--- src/hdl/mrce_pkg.sv ---
`timescale 1ns / 1ps
// ----------------------------------------------------------------------------
// mrce_pkg: shared types and constants
// Register indexes, pixel flag bundle and fixed field widths of the
// monochrome rectangle color expander.
// ----------------------------------------------------------------------------
package mrce_pkg;

    localparam int COLOR_W    = 32;  // pixel color width
    localparam int CFG_ADDR_W = 3;   // register index width
    localparam int CFG_DATA_W = 32;  // widest register
    localparam int TUSER_W    = 2;

    // m_tuser bit positions
    localparam int TUSER_ROW_END  = 0;
    localparam int TUSER_RECT_END = 1;

    typedef enum logic [CFG_ADDR_W-1:0] {
        REG_FG_COLOR    = 3'd0,
        REG_BG_COLOR    = 3'd1,
        REG_FIRST_BIT   = 3'd2,
        REG_RECT_WIDTH  = 3'd3,
        REG_RECT_HEIGHT = 3'd4
    } cfg_reg_t;

    typedef struct packed {
        logic rect_end;  // last pixel of the rectangle
        logic row_end;   // last pixel of a row
        logic last;      // last pixel taken from the current word
    } pix_flags_t;

endpackage

--- src/hdl/mrce_cfg.sv ---
`timescale 1ns / 1ps
// ----------------------------------------------------------------------------
// mrce_cfg: configuration registers
// Write-only register file; presents clamped rectangle limits and the
// start bit reduced into the word.
// ----------------------------------------------------------------------------
module mrce_cfg
    import mrce_pkg::*;
#(
    parameter int WORD_BITS = 16,
    parameter int MAX_DIM   = 2048
) (
    input  logic                          aclk,
    input  logic                          aresetn,
    input  logic                          cfg_wr_en,
    input  logic [CFG_ADDR_W-1:0]         cfg_addr,
    input  logic [CFG_DATA_W-1:0]         cfg_wdata,
    output logic [COLOR_W-1:0]            fg_color,
    output logic [COLOR_W-1:0]            bg_color,
    output logic [$clog2(WORD_BITS)-1:0]  first_bit,
    output logic [$clog2(MAX_DIM):0]      width_lim,
    output logic [$clog2(MAX_DIM):0]      height_lim
);

    localparam int BIT_W  = $clog2(WORD_BITS);
    localparam int DIMC_W = $clog2(MAX_DIM) + 1;
    localparam logic [BIT_W:0]    WORD_BITS_X = (BIT_W + 1)'(WORD_BITS);
    localparam logic [DIMC_W-1:0] DIM_MAX     = DIMC_W'(MAX_DIM);
    localparam logic [DIMC_W-1:0] DIM_ONE     = DIMC_W'(1);

    logic [COLOR_W-1:0] fg_reg, bg_reg;
    logic [BIT_W-1:0]   first_bit_reg;
    logic [DIMC_W-1:0]  width_reg, height_reg;
    logic [BIT_W:0]     fb_ext;

    always_ff @(posedge aclk) begin
        if (!aresetn) begin
            fg_reg        <= '0;
            bg_reg        <= '1;
            first_bit_reg <= '0;
            width_reg     <= DIM_ONE;
            height_reg    <= DIM_ONE;
        end else if (cfg_wr_en) begin
            unique case (cfg_reg_t'(cfg_addr))
                REG_FG_COLOR:    fg_reg        <= cfg_wdata[COLOR_W-1:0];
                REG_BG_COLOR:    bg_reg        <= cfg_wdata[COLOR_W-1:0];
                REG_FIRST_BIT:   first_bit_reg <= cfg_wdata[BIT_W-1:0];
                REG_RECT_WIDTH:  width_reg     <= cfg_wdata[DIMC_W-1:0];
                REG_RECT_HEIGHT: height_reg    <= cfg_wdata[DIMC_W-1:0];
                default: ;
            endcase
        end
    end

    // start bit modulo the word size (value is below twice the word size)
    assign fb_ext    = {1'b0, first_bit_reg};
    assign first_bit = (fb_ext >= WORD_BITS_X) ? BIT_W'(fb_ext - WORD_BITS_X)
                                               : first_bit_reg;

    // zero counts as one, oversize counts as the maximum
    assign width_lim  = (width_reg == '0)     ? DIM_ONE :
                        (width_reg > DIM_MAX) ? DIM_MAX : width_reg;
    assign height_lim = (height_reg == '0)     ? DIM_ONE :
                        (height_reg > DIM_MAX) ? DIM_MAX : height_reg;

    assign fg_color = fg_reg;
    assign bg_color = bg_reg;

endmodule

--- src/hdl/mrce_expand.sv ---
`timescale 1ns / 1ps
// ----------------------------------------------------------------------------
// mrce_expand: word holding register and pixel counters
// Holds one source word and walks its bits MSB first, one pixel per
// cycle while pix_ready is high, tracking bit, column and row.
// ----------------------------------------------------------------------------
module mrce_expand
    import mrce_pkg::*;
#(
    parameter int WORD_BITS = 16,
    parameter int MAX_DIM   = 2048
) (
    input  logic                          aclk,
    input  logic                          aresetn,
    // source words
    input  logic                          s_tvalid,
    output logic                          s_tready,
    input  logic [WORD_BITS-1:0]          s_word,
    // configuration
    input  logic [COLOR_W-1:0]            fg_color,
    input  logic [COLOR_W-1:0]            bg_color,
    input  logic [$clog2(WORD_BITS)-1:0]  first_bit,
    input  logic [$clog2(MAX_DIM):0]      width_lim,
    input  logic [$clog2(MAX_DIM):0]      height_lim,
    // pixel to the output register
    output logic                          pix_valid,
    input  logic                          pix_ready,
    output logic [COLOR_W-1:0]            pix_color,
    output logic [$clog2(MAX_DIM)-1:0]    pix_col,
    output logic [$clog2(MAX_DIM)-1:0]    pix_row,
    output pix_flags_t                    pix_flags
);

    localparam int BIT_W = $clog2(WORD_BITS);
    localparam int COL_W = $clog2(MAX_DIM);
    localparam logic [BIT_W-1:0] TOP_BIT = BIT_W'(WORD_BITS - 1);

    logic [WORD_BITS-1:0] word_reg;
    logic                 word_vld_reg, word_vld_next;
    logic [BIT_W-1:0]     bit_pos_reg, bit_pos_next;
    logic [COL_W-1:0]     col_reg, col_next;
    logic [COL_W-1:0]     row_reg, row_next;

    logic [COL_W:0] col_inc, row_inc;
    logic           row_end, rect_end, word_done, adv, load;
    logic           pix_bit;

    assign col_inc   = {1'b0, col_reg} + 1'b1;
    assign row_inc   = {1'b0, row_reg} + 1'b1;
    assign row_end   = col_inc >= width_lim;
    assign rect_end  = row_end && (row_inc >= height_lim);
    assign word_done = row_end || (bit_pos_reg == TOP_BIT);
    assign pix_bit   = word_reg[TOP_BIT - bit_pos_reg];

    assign adv      = word_vld_reg && pix_ready;
    assign s_tready = !word_vld_reg || (adv && word_done);
    assign load     = s_tvalid && s_tready;

    always_comb begin
        col_next      = col_reg;
        row_next      = row_reg;
        bit_pos_next  = bit_pos_reg;
        word_vld_next = word_vld_reg;
        if (adv) begin
            if (row_end) begin
                col_next     = '0;
                row_next     = rect_end ? '0 : row_inc[COL_W-1:0];
                bit_pos_next = first_bit;
            end else begin
                col_next     = col_inc[COL_W-1:0];
                bit_pos_next = bit_pos_reg + 1'b1;
            end
            if (word_done) begin
                word_vld_next = 1'b0;
            end
        end
        // a word opening a row starts at the configured bit, else at the MSB
        if (load) begin
            word_vld_next = 1'b1;
            bit_pos_next  = (col_next == '0) ? first_bit : '0;
        end
    end

    always_ff @(posedge aclk) begin
        if (!aresetn) begin
            word_vld_reg <= 1'b0;
            bit_pos_reg  <= '0;
            col_reg      <= '0;
            row_reg      <= '0;
        end else begin
            word_vld_reg <= word_vld_next;
            bit_pos_reg  <= bit_pos_next;
            col_reg      <= col_next;
            row_reg      <= row_next;
        end
    end

    always_ff @(posedge aclk) begin
        if (load) begin
            word_reg <= s_word;
        end
    end

    assign pix_valid          = word_vld_reg;
    assign pix_color          = pix_bit ? fg_color : bg_color;
    assign pix_col            = col_reg;
    assign pix_row            = row_reg;
    assign pix_flags.rect_end = rect_end;
    assign pix_flags.row_end  = row_end;
    assign pix_flags.last     = word_done;

endmodule

--- src/hdl/mrce_out_reg.sv ---
`timescale 1ns / 1ps
// ----------------------------------------------------------------------------
// mrce_out_reg: pixel output register
// One-entry output stage; refills in the cycle its pixel is taken.
// ----------------------------------------------------------------------------
module mrce_out_reg
    import mrce_pkg::*;
#(
    parameter int COL_W = 11
) (
    input  logic               aclk,
    input  logic               aresetn,
    input  logic               pix_valid,
    output logic               pix_ready,
    input  logic [COLOR_W-1:0] pix_color,
    input  logic [COL_W-1:0]   pix_col,
    input  logic [COL_W-1:0]   pix_row,
    input  pix_flags_t         pix_flags,
    output logic               m_valid,
    input  logic               m_ready,
    output logic [COLOR_W-1:0] m_color,
    output logic [COL_W-1:0]   m_col,
    output logic [COL_W-1:0]   m_row,
    output pix_flags_t         m_flags
);

    logic         valid_reg, valid_next;
    logic         take;

    assign pix_ready = !valid_reg || m_ready;
    assign take      = pix_valid && pix_ready;

    always_comb begin
        valid_next = valid_reg;
        if (take) begin
            valid_next = 1'b1;
        end else if (m_ready) begin
            valid_next = 1'b0;
        end
    end

    always_ff @(posedge aclk) begin
        if (!aresetn) begin
            valid_reg <= 1'b0;
        end else begin
            valid_reg <= valid_next;
        end
    end

    always_ff @(posedge aclk) begin
        if (take) begin
            m_color <= pix_color;
            m_col   <= pix_col;
            m_row   <= pix_row;
            m_flags <= pix_flags;
        end
    end

    assign m_valid = valid_reg;

endmodule

--- src/hdl/mono_rect_color_expand.sv ---
`timescale 1ns / 1ps
// ----------------------------------------------------------------------------
// mono_rect_color_expand: monochrome bitmap color expander
// Expands 1-bit-per-pixel bitmap words into a stream of color pixels.
// ----------------------------------------------------------------------------
// Usage:
//   s_* carries bitmap words in row order, bit WORD_BITS-1 leftmost. Each row
//   starts in a fresh word at the configured first bit; every row gives
//   exactly rect_width pixels, the rest of the word that ends a row is dropped.
//   m_* carries one pixel per transfer with its column and row; m_tuser flags
//   the end of a row and of the rectangle, m_tlast the last pixel of a word.
//   Counters wrap to the top-left corner after the last row.
// Timing:
//   A word's first pixel passes the word register, then the output register,
//   on its way to m_*. Pixels leave at one per cycle while m_tready is high
//   and words arrive; a word yields 1 to WORD_BITS pixels (WORD_BITS when rows
//   span whole words). The next word is taken in the cycle its predecessor's
//   last pixel moves to the output register, so words stream without gaps.
// Reset / stall:
//   aresetn (synchronous) empties both registers, zeroes the counters and
//   restores register defaults. When m_tready is low the output pixel holds,
//   the word register stops, and s_tready drops once the word is in use.
//   The user must write registers through cfg_* only while the block is empty.
// ----------------------------------------------------------------------------
module mono_rect_color_expand
    import mrce_pkg::*;
#(
    parameter int WORD_BITS = 16,
    parameter int MAX_DIM   = 2048
) (
    input  logic                  aclk,
    input  logic                  aresetn,
    // configuration write port
    input  logic                  cfg_wr_en,
    input  logic [CFG_ADDR_W-1:0] cfg_addr,
    input  logic [CFG_DATA_W-1:0] cfg_wdata,
    // bitmap words
    input  logic                  s_tvalid,
    output logic                  s_tready,
    input  logic [((WORD_BITS + 7) / 8) * 8 - 1:0] s_tdata,  // source_word
    // color pixels
    output logic                  m_tvalid,
    input  logic                  m_tready,
    // pixel_color, column, row (zero padded)
    output logic [((COLOR_W + 2 * $clog2(MAX_DIM) + 7) / 8) * 8 - 1:0] m_tdata,
    output logic [TUSER_W-1:0]    m_tuser,  // row_end, rect_end
    output logic                  m_tlast   // last pixel of the word
);

    localparam int BIT_W       = $clog2(WORD_BITS);
    localparam int COL_W       = $clog2(MAX_DIM);
    localparam int DIMC_W      = COL_W + 1;
    localparam int OUT_FIELD_W = COLOR_W + 2 * COL_W;
    localparam int OUT_TDATA_W = ((OUT_FIELD_W + 7) / 8) * 8;

    logic [COLOR_W-1:0] fg_color, bg_color;
    logic [BIT_W-1:0]   first_bit;
    logic [DIMC_W-1:0]  width_lim, height_lim;

    logic               pix_valid, pix_ready;
    logic [COLOR_W-1:0] pix_color;
    logic [COL_W-1:0]   pix_col, pix_row;
    pix_flags_t         pix_flags;

    logic [COLOR_W-1:0] out_color;
    logic [COL_W-1:0]   out_col, out_row;
    pix_flags_t         out_flags;

    mrce_cfg #(
        .WORD_BITS (WORD_BITS),
        .MAX_DIM   (MAX_DIM)
    ) u_cfg (
        .aclk       (aclk),
        .aresetn    (aresetn),
        .cfg_wr_en  (cfg_wr_en),
        .cfg_addr   (cfg_addr),
        .cfg_wdata  (cfg_wdata),
        .fg_color   (fg_color),
        .bg_color   (bg_color),
        .first_bit  (first_bit),
        .width_lim  (width_lim),
        .height_lim (height_lim)
    );

    mrce_expand #(
        .WORD_BITS (WORD_BITS),
        .MAX_DIM   (MAX_DIM)
    ) u_expand (
        .aclk       (aclk),
        .aresetn    (aresetn),
        .s_tvalid   (s_tvalid),
        .s_tready   (s_tready),
        .s_word     (s_tdata[WORD_BITS-1:0]),
        .fg_color   (fg_color),
        .bg_color   (bg_color),
        .first_bit  (first_bit),
        .width_lim  (width_lim),
        .height_lim (height_lim),
        .pix_valid  (pix_valid),
        .pix_ready  (pix_ready),
        .pix_color  (pix_color),
        .pix_col    (pix_col),
        .pix_row    (pix_row),
        .pix_flags  (pix_flags)
    );

    mrce_out_reg #(
        .COL_W (COL_W)
    ) u_out_reg (
        .aclk      (aclk),
        .aresetn   (aresetn),
        .pix_valid (pix_valid),
        .pix_ready (pix_ready),
        .pix_color (pix_color),
        .pix_col   (pix_col),
        .pix_row   (pix_row),
        .pix_flags (pix_flags),
        .m_valid   (m_tvalid),
        .m_ready   (m_tready),
        .m_color   (out_color),
        .m_col     (out_col),
        .m_row     (out_row),
        .m_flags   (out_flags)
    );

    // pack result fields, first field lowest
    assign m_tdata = OUT_TDATA_W'({out_row, out_col, out_color});
    assign m_tuser[TUSER_ROW_END]  = out_flags.row_end;
    assign m_tuser[TUSER_RECT_END] = out_flags.rect_end;
    assign m_tlast = out_flags.last;

endmodule

--- config.mk ---
export PLATFORM = sky130hd
export DESIGN_NAME = mono_rect_color_expand
export DESIGN_NICKNAME = d
export VERILOG_FILES = /design/src/hdl/mrce_pkg.sv /design/src/hdl/mrce_cfg.sv /design/src/hdl/mrce_expand.sv /design/src/hdl/mrce_out_reg.sv /design/src/hdl/mono_rect_color_expand.sv
export SDC_FILE = /design/constraint.sdc
export NUM_CORES = 1
export LEC_CHECK = 0
export BUFFER_PORTS_ARGS = -buffer_cell sky130_fd_sc_hd__buf_2
export CORE_ASPECT_RATIO = 0.8
export CORE_MARGIN = 1.5
export CORE_UTILIZATION = 59
export CTS_CLUSTER_DIAMETER = 200
export DETAILED_ROUTE_END_ITERATION = 12
export PLACE_DENSITY_LB_ADDON = 0.2
export SLEW_MARGIN = 10
export SYNTH_ARGS = -nofsm -noshare
export SYNTH_HDL_FRONTEND = slang
export SYNTH_SLANG_ARGS = --single-unit
--- constraint.sdc ---
create_clock -name aclk -period 9.1 [get_ports aclk]
set_input_delay 1.365 -clock aclk [delete_from_list [all_inputs] [get_ports aclk]]
set_output_delay 1.365 -clock aclk [all_outputs]
set_load 0.1 [all_outputs]
==> run summary, run 1 <==
Setup violations remaining at the end of the flow were counted as 0. The run gives 0 as the cts-stage hold buffer count. At the end of routability-driven placement, the weighted congestion stood at 0.882. At the pin with the least slew margin, the transition time is 1160 ps. The depth of the worst register-to-register path came out at 14. The tree is rooted in a sky130_fd_sc_hd__clkbuf_16. The mean instance size in the synthesized netlist is 9.94 µm², and the count of port buffers added during placement is 114. For this run, the post-layout net count is 1018. The CTS clock-pin slew for the worst setup and hold paths is 60 ps.

The post-route cell area is 9550 µm². For this configuration, the core starts out at a cell density of 61.2%. For the remaining global-route overflow, the log shows 0. Number of inserted diodes: 0. After detailed routing, the number of remaining DRC violations is 0. The count of different cell masters after synthesis is 49, and the required time of the worst setup path is 7740 ps.

In the routed layout, each cell is associated on average with a via count of 5.63. Sequential elements use 54.8% of the synthesized area. Measured against its own limit, the worst slew margin works out to 22.5%.

Overall track demand over capacity in global routing: 24.6%. In this run, the combinational gates consume 19.3% of the power. TritonCTS built the clock tree. Net switching is 29.1% of the power. In this run the worst path has a maximum fanout of 14. Critical path capture point type: an output port. After detailed routing, the average wire length per cell comes to 15.4 µm. Boundary pin count: 117. The detail route stage leaves a number of antenna-violating nets equal to 0.

Synthesis inferred 193 register bits. No sink is reached through more buffers than the 2 on the longest clock path. The number of setup buffers added after CTS was 0. The run gives 0 as the number of slew-limit violations in the final report. TritonCTS created 17 clock buffers.

Synthesis handed over a netlist of 843 instances. Summed over all layers, the routed wires come to 17400 µm. The post-cts resize count is 0, and the post-route clock skew is 8.56 ps. For the floorplan die area, the log shows 14900 µm². The tightest hold path in the finished design has a slack of 455 ps. The library cell used most frequently in the layout, excluding fill and tap cells, is sky130_fd_sc_hd__nand2_1. The path with the worst hold slack has its endpoint at u_cfg.fg_color[11].

The run gives 0 as the hold violation count in the final report. The first global-routing pass estimated 28400 µm of wire. The tools report the portion of total power attributed to sequential cells as 47.0%. The number of global-route vias before repair is 5785, and the leakage power summed over all cells is 3.89 nW.

Cells with a size suffix above 1 make up 19.1% of the layout. The clock sink count was 193; the flop-to-flop setup slack was 4090 ps. The origin of the worst min-delay path is u_cfg.fg_color[11]. Entering global routing, the biggest net connects 53 pins. The run finished with clean final reports. The run gives 33.7% as the portion of total power attributed to the clock network. The overall die height was 110 µm.

The initial antenna violation count came out at 1. The logs give 13700 µm² for the area of the core and 6347 for the total number of vias. The synthesized design contains 73 enable-type register cells. The reg-to-reg endpoint was u_expand.bit_pos_reg[3]. The die is 136 µm wide. Part of the cycle the worst path needs: 64.7%. The mapped netlist covers 8380 µm².

The first TritonRoute pass finished after 6 iterations. For the final routed database, the setup TNS stands at 0 ps. Setup repair after global routing left no endpoint under its margin. For the cell area after placement, the log shows 9010 µm². The worst hold path class was reg -> reg. After floorplanning, the core was divided into 38 placement rows. In this run the power spent charging and discharging nets is 601 µW.

The max-cap violation count is 0, and the proportion of synthesized flip-flops having asynchronous set or reset is 0%. The start of the worst register-to-register path is u_expand.pix_col[2]. For the worst setup path, the data arrival time is 4520 ps. The tools report the peak supply drop as 0.160 mV. The kind of critical path is reg -> out.

Power per unit of standard cell area: 216 nW/µm². The internal power summed over all cells came out at 1.46 mW. The most used flip-flop cell after synthesis is sky130_fd_sc_hd__dfxtp_1.

Counting I/O delays and the setup requirement, the final critical path takes 5890 ps. STA classifies the critical path startpoint as a register. Yosys printed 0 warnings. The maximum clock frequency was 170 MHz; the area added between synthesis and finish was 14.0%. Clock latency on the worst-skew pair, taken at its later pin, is 430 ps. In the layout the commonest cells are sky130_fd_sc_hd__nand2_1 (235), sky130_fd_sc_hd__dfxtp_1 (120), sky130_fd_sc_hd__buf_2 (114).

The depth of the worst hold-timing path works out to 2. Detailed placement finished with a half-perimeter wire length of 11500 µm. The first routing iteration left 526 violations. The H-tree generated during clock tree synthesis spans 4 levels.
==> per-stage QoR <==
step | util, % | setup slack, ps | total power, mW | std cells
6_report | 69.8 | 3210 | 2.07 | 1127
3_3_place_gp | 65.8 | 3920 | 1.38 | 1096
5_1_grt | 69.8 | 2860 | 2.14 | 1127
4_1_cts | 69.8 | 3250 | 2.07 | 1127
2_1_floorplan | - | 4630 | 1.32 | 844
3_5_place_dp | 65.8 | 3760 | 1.39 | 1096
==> layout make-up <==
type                    instances  area [µm²]
well taps                     180         225
repair buffers                120         616
flip-flops and latches        193        4590
fillers                      1074        4140
multi-input cells             595        3540
inverters                       8        30.0
clock buffers                  26         490
clock inverters                 5        55.1
==> power by group through the flow <==
| stage | clock [mW] | combinational (mW) | sequential [mW] |
|---|---|---|---|
| CTS | 0.705 | 0.399 | 0.971 |
| floorplan | 0 | 0.172 | 1.15 |
| global route | 0.745 | 0.420 | 0.974 |
| global placement | 0 | 0.394 | 0.989 |
| detailed placement | 0 | 0.398 | 0.989 |
| finish | 0.697 | 0.398 | 0.971 |
==> logic make-up after synthesis <==
family                   count (synthesis)  share of synthesized area, %
AO/OA/AOI/OAI                          121                          8.25
XOR/XNOR                                21                          2.19
adder cells (fa/ha/maj)                 27                          4.03
buffers and inverters                   56                          2.97
flip-flops                             193                          54.8
multiplexers                            44                          8.03
other                                    1                        0.0447
AND/OR/NAND/NOR                        380                          19.7
==> how the worst max path moves through the flow <==
stage | cells past startpoint | start | slack [ps] | to
2_1_floorplan | 13 | u_expand.pix_col[2] | 4630 | s_tready
3_3_place_gp | 12 | u_expand.pix_col[2] | 3920 | s_tready
3_5_place_dp | 12 | u_expand.pix_col[2] | 3760 | s_tready
4_1_cts | 12 | u_expand.pix_col[2] | 3250 | s_tready
5_1_grt | 12 | u_expand.pix_col[2] | 2860 | s_tready
6_report | 12 | u_expand.pix_col[2] | 3210 | s_tready
==> synth_stat cells, drive strengths merged (3+ instances only) <==
library cell / number / share of area (%)
nand2: 235 / 11
dfxtp: 120 / 29
a21oi: 78 / 4.7
edfxtp: 73 / 26
nand3: 53 / 3.2
clkbuf: 40 / 1.8
nor2: 40 / 1.8
mux2: 34 / 5.9
ha: 27 / 4.0
xor2: 12 / 1.3
and3: 10 / 0.75
o21ai: 10 / 0.60
xnor2: 9 / 0.94
a31oi: 8 / 0.60
buf: 8 / 0.82
inv: 8 / 0.36
nor4: 7 / 0.52
nand3b: 6 / 0.54
mux2i: 5 / 0.60
mux4: 5 / 1.5
or4: 5 / 0.45
a2bb2oi: 4 / 0.42
and2: 4 / 0.30
nand2b: 4 / 0.30
nand4: 4 / 0.30
o2111ai: 4 / 0.42
a21o: 3 / 0.27
nand4b: 3 / 0.31
o211ai: 3 / 0.27
or3: 3 / 0.22
==> layer usage <==
layer	part of all wire [%]	vias to the layer above	GRT usage, %
li1	-	3132	-
met4	0.94	2	6.00
met3	7.6	21	7.05
met1	47	2964	35.7
met2	44	228	36.5
met5	0.040	-	0
==> worst max-delay path: stages (launching register included) <==
cell and delay [ps]:
sky130_fd_sc_hd__dfxtp_1 520, sky130_fd_sc_hd__nand3_1 270, sky130_fd_sc_hd__nor2_1 220, sky130_fd_sc_hd__and3_1 190
sky130_fd_sc_hd__xor2_1 260, sky130_fd_sc_hd__ha_1 290, sky130_fd_sc_hd__and2_1 180, sky130_fd_sc_hd__a221oi_1 270
sky130_fd_sc_hd__o21ai_0 160, sky130_fd_sc_hd__a21oi_1 710, sky130_fd_sc_hd__inv_1 440, sky130_fd_sc_hd__o21a_1 300
sky130_fd_sc_hd__buf_2 290
Power figures use the tool's default switching activity.
==> run 2, diff against run 1 <==
--- a/config.mk
+++ b/config.mk
@@ -5,10 +5,11 @@
 export SDC_FILE = /design/constraint.sdc
 export NUM_CORES = 1
 export LEC_CHECK = 0
+export ABC_AREA = 1
 export BUFFER_PORTS_ARGS = -buffer_cell sky130_fd_sc_hd__buf_2
 export CORE_ASPECT_RATIO = 0.8
 export CORE_MARGIN = 1.5
-export CORE_UTILIZATION = 59
+export CORE_UTILIZATION = 52
 export CTS_CLUSTER_DIAMETER = 200
 export DETAILED_ROUTE_END_ITERATION = 12
 export PLACE_DENSITY_LB_ADDON = 0.2
==> constraint.sdc (replaced) <==
create_clock -name aclk -period 4.7 [get_ports aclk]
set_input_delay 0.705 -clock aclk [delete_from_list [all_inputs] [get_ports aclk]]
set_output_delay 0.705 -clock aclk [all_outputs]
set_load 0.1 [all_outputs]
==> run 2 against run 1 <==
Compared with the run above: clock power rose by 110%; combinational power rose by 140%; sequential share of layout area fell by 1.2 points; via count rose by 8.9%; worst setup slack got worse by 2600 ps; critical path depth rose by 4; critical path type unchanged; core utilization fell by 7.9 points; synthesized cell count rose by 19%.
==> run summary, run 2 <==
The run gives 0 (unchanged) as the number of warnings printed during yosys synthesis. For the count of nets left with antenna violations after detail routing, the log shows 0 (unchanged). The critical path is of the reg -> out type. CTS clock-pin slew for the worst setup and hold paths: 60 ps (about the same).

The area of the core came out at 15900 µm² (+16%). The proportion of synthesized flip-flops having asynchronous set or reset is 0% (unchanged). The post-route cell area is 9800 µm² (+2.6%), and the number of enable flip-flop cells after synthesis is 73 (unchanged). After synthesis, the cell types taking the most area are sky130_fd_sc_hd__dfxtp_1 (28%), sky130_fd_sc_hd__edfxtp_1 (26%), sky130_fd_sc_hd__nand2_1 (10%), sky130_fd_sc_hd__nor2_1 (6.4%), sky130_fd_sc_hd__nand3_1 (5.4%). TritonCTS built the clock tree. The run gives 1 (unchanged) as the initial antenna violation count. The logs give 1140 ps (-2950 ps) for the flop-to-flop setup slack and 38 (-22%) for the count of different cell masters after synthesis.

The smallest hold slack came out at 434 ps (-20.4 ps). By count the netlist is led by sky130_fd_sc_hd__nand2_1 (226), sky130_fd_sc_hd__nor2_1 (145), sky130_fd_sc_hd__dfxtp_1 (120). The post-route clock skew was 6.96 ps (-1.61 ps). For this run, the leading register cell type out of synthesis is sky130_fd_sc_hd__dfxtp_1. The estimated wirelength of the detail-placed design is 12700 µm (+10%). Clock root buffer: sky130_fd_sc_hd__clkbuf_16. Based on the critical path, the design can be clocked at up to 242 MHz.

The count of TritonRoute iterations in the first routing pass came out at 4 (-2). The tools report the boundary pin count as 117 (unchanged). The floorplan die area was 17100 µm² (+15%); the overall die height was 117 µm (+7.1%). Number of DRC violations after detailed routing: 0 (unchanged).

Dividing the final minimum period by the clock period gives 88.0%. Start of the worst register-to-register path: u_cfg.width_reg[4]. The remaining global-route overflow is 0 (unchanged), and the number of filler cells placed in the layout is 1420 (+32%). The area share of the largest cell type after synthesis is 28.3% (-0.39 points). The number of nets in the layout was 1182 (+16%); the cts-stage hold buffer count was 0 (unchanged). The required time of the worst setup path is 3990 ps (-3750 ps), and the mean routed wirelength per cell is 14.6 µm (-5.7%). DRC marker count from the first detailed-route iteration: 569 (+8.2%). Leaving out fill and tap cells, the most frequent cells in the layout are sky130_fd_sc_hd__nand2_1 (226), sky130_fd_sc_hd__nor2_1 (144), sky130_fd_sc_hd__dfxtp_1 (120).

The most area-hungry cell type in the Yosys netlist was sky130_fd_sc_hd__dfxtp_1. For the number of setup buffers added after CTS, the log shows 0 (unchanged). The flop and latch count out of synthesis came out at 193 (unchanged).

For the core utilization of the finished layout, the log shows 61.8% (-7.9 points). Worst hold path class: reg -> reg. The power per unit of standard cell area is 445 nW/µm² (+110%).

The tools report the number of buffers inserted during clock tree synthesis as 17 (unchanged). The clock sink count was 193 (unchanged). Total of endpoints with negative setup slack in the final report: 0 (unchanged). Leaving out fill and tap cells, the most frequent cell in the layout is sky130_fd_sc_hd__nand2_1.

The tools report the number of slew-limit violations in the final report as 0 (unchanged). The mux share of post-synthesis cell area was 0.471% (-7.6 points). Setup repair after global routing left no endpoint under its margin.

The tools report the number of rows in the core area as 41 (+7.9%). The hold violation count in the final report was 0 (unchanged). The worst setup path is captured at an output port. The reg-to-reg endpoint is u_expand.word_reg[13]. The run gives 6913 (+8.9%) as the total number of vias. The overall track demand over capacity in global routing is 23.2% (-1.4 points), and the depth of the worst register-to-register path is 17 (+3). For the maximum number of pins on one net before global-route repair, the log shows 97 (+83%).

Synthesized-area fraction occupied by adder cells: 3.98% (-0.055 points). After synthesis, the largest family of logic cells by area is simple AND/OR/NAND/NOR gates. The fraction of final layout cells sized beyond drive strength 1 works out to 16.7% (-2.4 points). The headroom to the max-slew limit is 21.8% (-0.63 points), and the simple-gate share of the synthesized area is 25.5% (+5.9 points). The tools report the total power after layout as 4.36 mW (+110%). The number of global-route vias before repair is 6335 (+9.5%). For the data arrival at the endpoint of the critical path, the log shows 3430 ps (-1090 ps). The post-detailed-route via-to-cell ratio is 5.21 (-7.5%), and the area fraction in compound gates after synthesis is 8.69% (+0.43 points).

The max-cap violation count was 0 (unchanged). The wire length of the first global-routing pass came out at 31700 µm (+12%). The logs give 19300 µm (+11%) for the aggregate routed wire length and 4 (unchanged) for the number of H-tree levels. The mean instance size in the synthesized netlist is 8.44 µm² (-15%), and the area added between synthesis and finish is 15.4%. For the effective utilization at floorplan, the log shows 53.6% (-7.6 points). The tools report the cell area after placement as 9190 µm² (+2.0%). The total negative setup slack is 0 ps (unchanged).

The gate count after technology mapping was 1007 (+19%). The width of the die is 146 µm (+7.1%), and the final weighted congestion in routability-driven placement is 0.843 (-4.4%). The worst-margin pin slew is 1170 ps (+8.23 ps), and the mapped cell area is 8500 µm² (+1.4%). The run finished with clean final reports.

The xor/xnor share of the synthesized area came out at 1.44% (-0.75 points). Origin of the worst min-delay path: u_expand.pix_col[10]. The library cell with the highest instance count after synthesis is sky130_fd_sc_hd__nand2_1.

The minimum clock period after layout works out to 4140 ps. The startpoint kind of the worst setup timing path is a register. The terminating pin of the worst hold path was u_out_reg.m_col[10]. The tools report the leakage power summed over all cells as 4.36 nW (+12%). The maximum root-to-sink buffer count is 2 (unchanged), and the portion of the post-synthesis area used by sequential elements is 54.1% (-0.75 points). The highest net fanout along the worst path was 14 (unchanged).

The run gives 0.320 mV (+100%) as the peak supply drop. The depth of the worst hold-timing path came out at 0 (-2). The post-cts resize count was 0 (unchanged). The count of port buffers added during placement came out at 114 (unchanged). The run gives 430 ps (about the same) as the clock insertion delay at the later pin of the skew report.
-- run 2: cell types whose count changed in the layout (fill, tap and decap cells not counted), sizes merged, moves of 6 or more --
| cell | change |
|---|---|
| a21oi | -31 |
| a31oi | -8 |
| nand3 | +41 |
| mux2 | -34 |
| nor2 | +114 |
| o21ai | +74 |
| nor3 | +6 |
| and3 | -10 |
| inv | +65 |
-- run 2: metal layers --
layer	track usage [%]	vias to the layer above	wire length, µm
met2	35.7	175	8610
met5	0	-	0
met3	5.68	28	977
met1	32.2	3216	9410
li1	-	3494	-
met4	7.72	0	316
-- run 2: final cells by class --
cell class                 count  area, µm²  share of cell area [%]
sequential                   193       4590                    46.9
clock buffer                  21        492                    5.02
antenna                        1       2.50                  0.0255
multi-input combinational    693       3420                    34.9
inverter                      72        270                    2.76
timing repair buffer         122        631                    6.43
tap                          215        269                    2.74
clock inverter                10        121                    1.24
-- run 2: cells by family after synthesis --
| logic type | after synthesis |
|---|---|
| fa+ha+maj | 27 |
| compound gates | 138 |
| mux | 4 |
| simple gates | 508 |
| buf+inv | 122 |
| xor+xnor | 14 |
| flops | 193 |
| other cells | 1 |
-- run 2: worst max path at each step --
stage	start	endpoint	slack [ps]	cells past startpoint
6_report	u_cfg.width_reg[4]	s_tready	560	16
5_1_grt	u_cfg.width_reg[5]	s_tready	250	16
4_1_cts	u_cfg.width_reg[4]	s_tready	540	16
3_5_place_dp	u_cfg.width_reg[4]	s_tready	1020	16
3_3_place_gp	u_cfg.width_reg[4]	s_tready	1190	16
2_1_floorplan	u_cfg.width_reg[4]	u_expand.word_reg[0]	1290	18
-- run 2: through the flow --
| step | setup WS [ps] | cells |
|---|---|---|
| after floorplan | 1290 | 1008 |
| after CTS | 541 | 1326 |
| after detailed placement | 1020 | 1295 |
| after global routing | 246 | 1327 |
| after global placement | 1190 | 1295 |
| final | 562 | 1327 |
-- run 2: worst max-delay path: stages, from the launching register on --
cell,delay [ps]
sky130_fd_sc_hd__dfxtp_1,320
sky130_fd_sc_hd__nor4_1,320
sky130_fd_sc_hd__nand4_1,140
sky130_fd_sc_hd__nor4_1,300
sky130_fd_sc_hd__nor2_1,110
sky130_fd_sc_hd__clkinv_1,180
sky130_fd_sc_hd__nand2_1,80
sky130_fd_sc_hd__ha_1,290
sky130_fd_sc_hd__nand2_1,80
sky130_fd_sc_hd__nor2_4,130
sky130_fd_sc_hd__nand2_2,80
sky130_fd_sc_hd__nor2_4,100
sky130_fd_sc_hd__nand2_4,90
sky130_fd_sc_hd__nand2_4,180
sky130_fd_sc_hd__o21ai_2,70
sky130_fd_sc_hd__nand2_2,110
sky130_fd_sc_hd__buf_2,430
-- run 2: power by group --
group | internal [mW] | switching [mW] | total, mW
combinational | 0.185 | 0.775 | 0.961
clock | 0.862 | 0.619 | 1.48
sequential | 1.88 | 0.0473 | 1.92
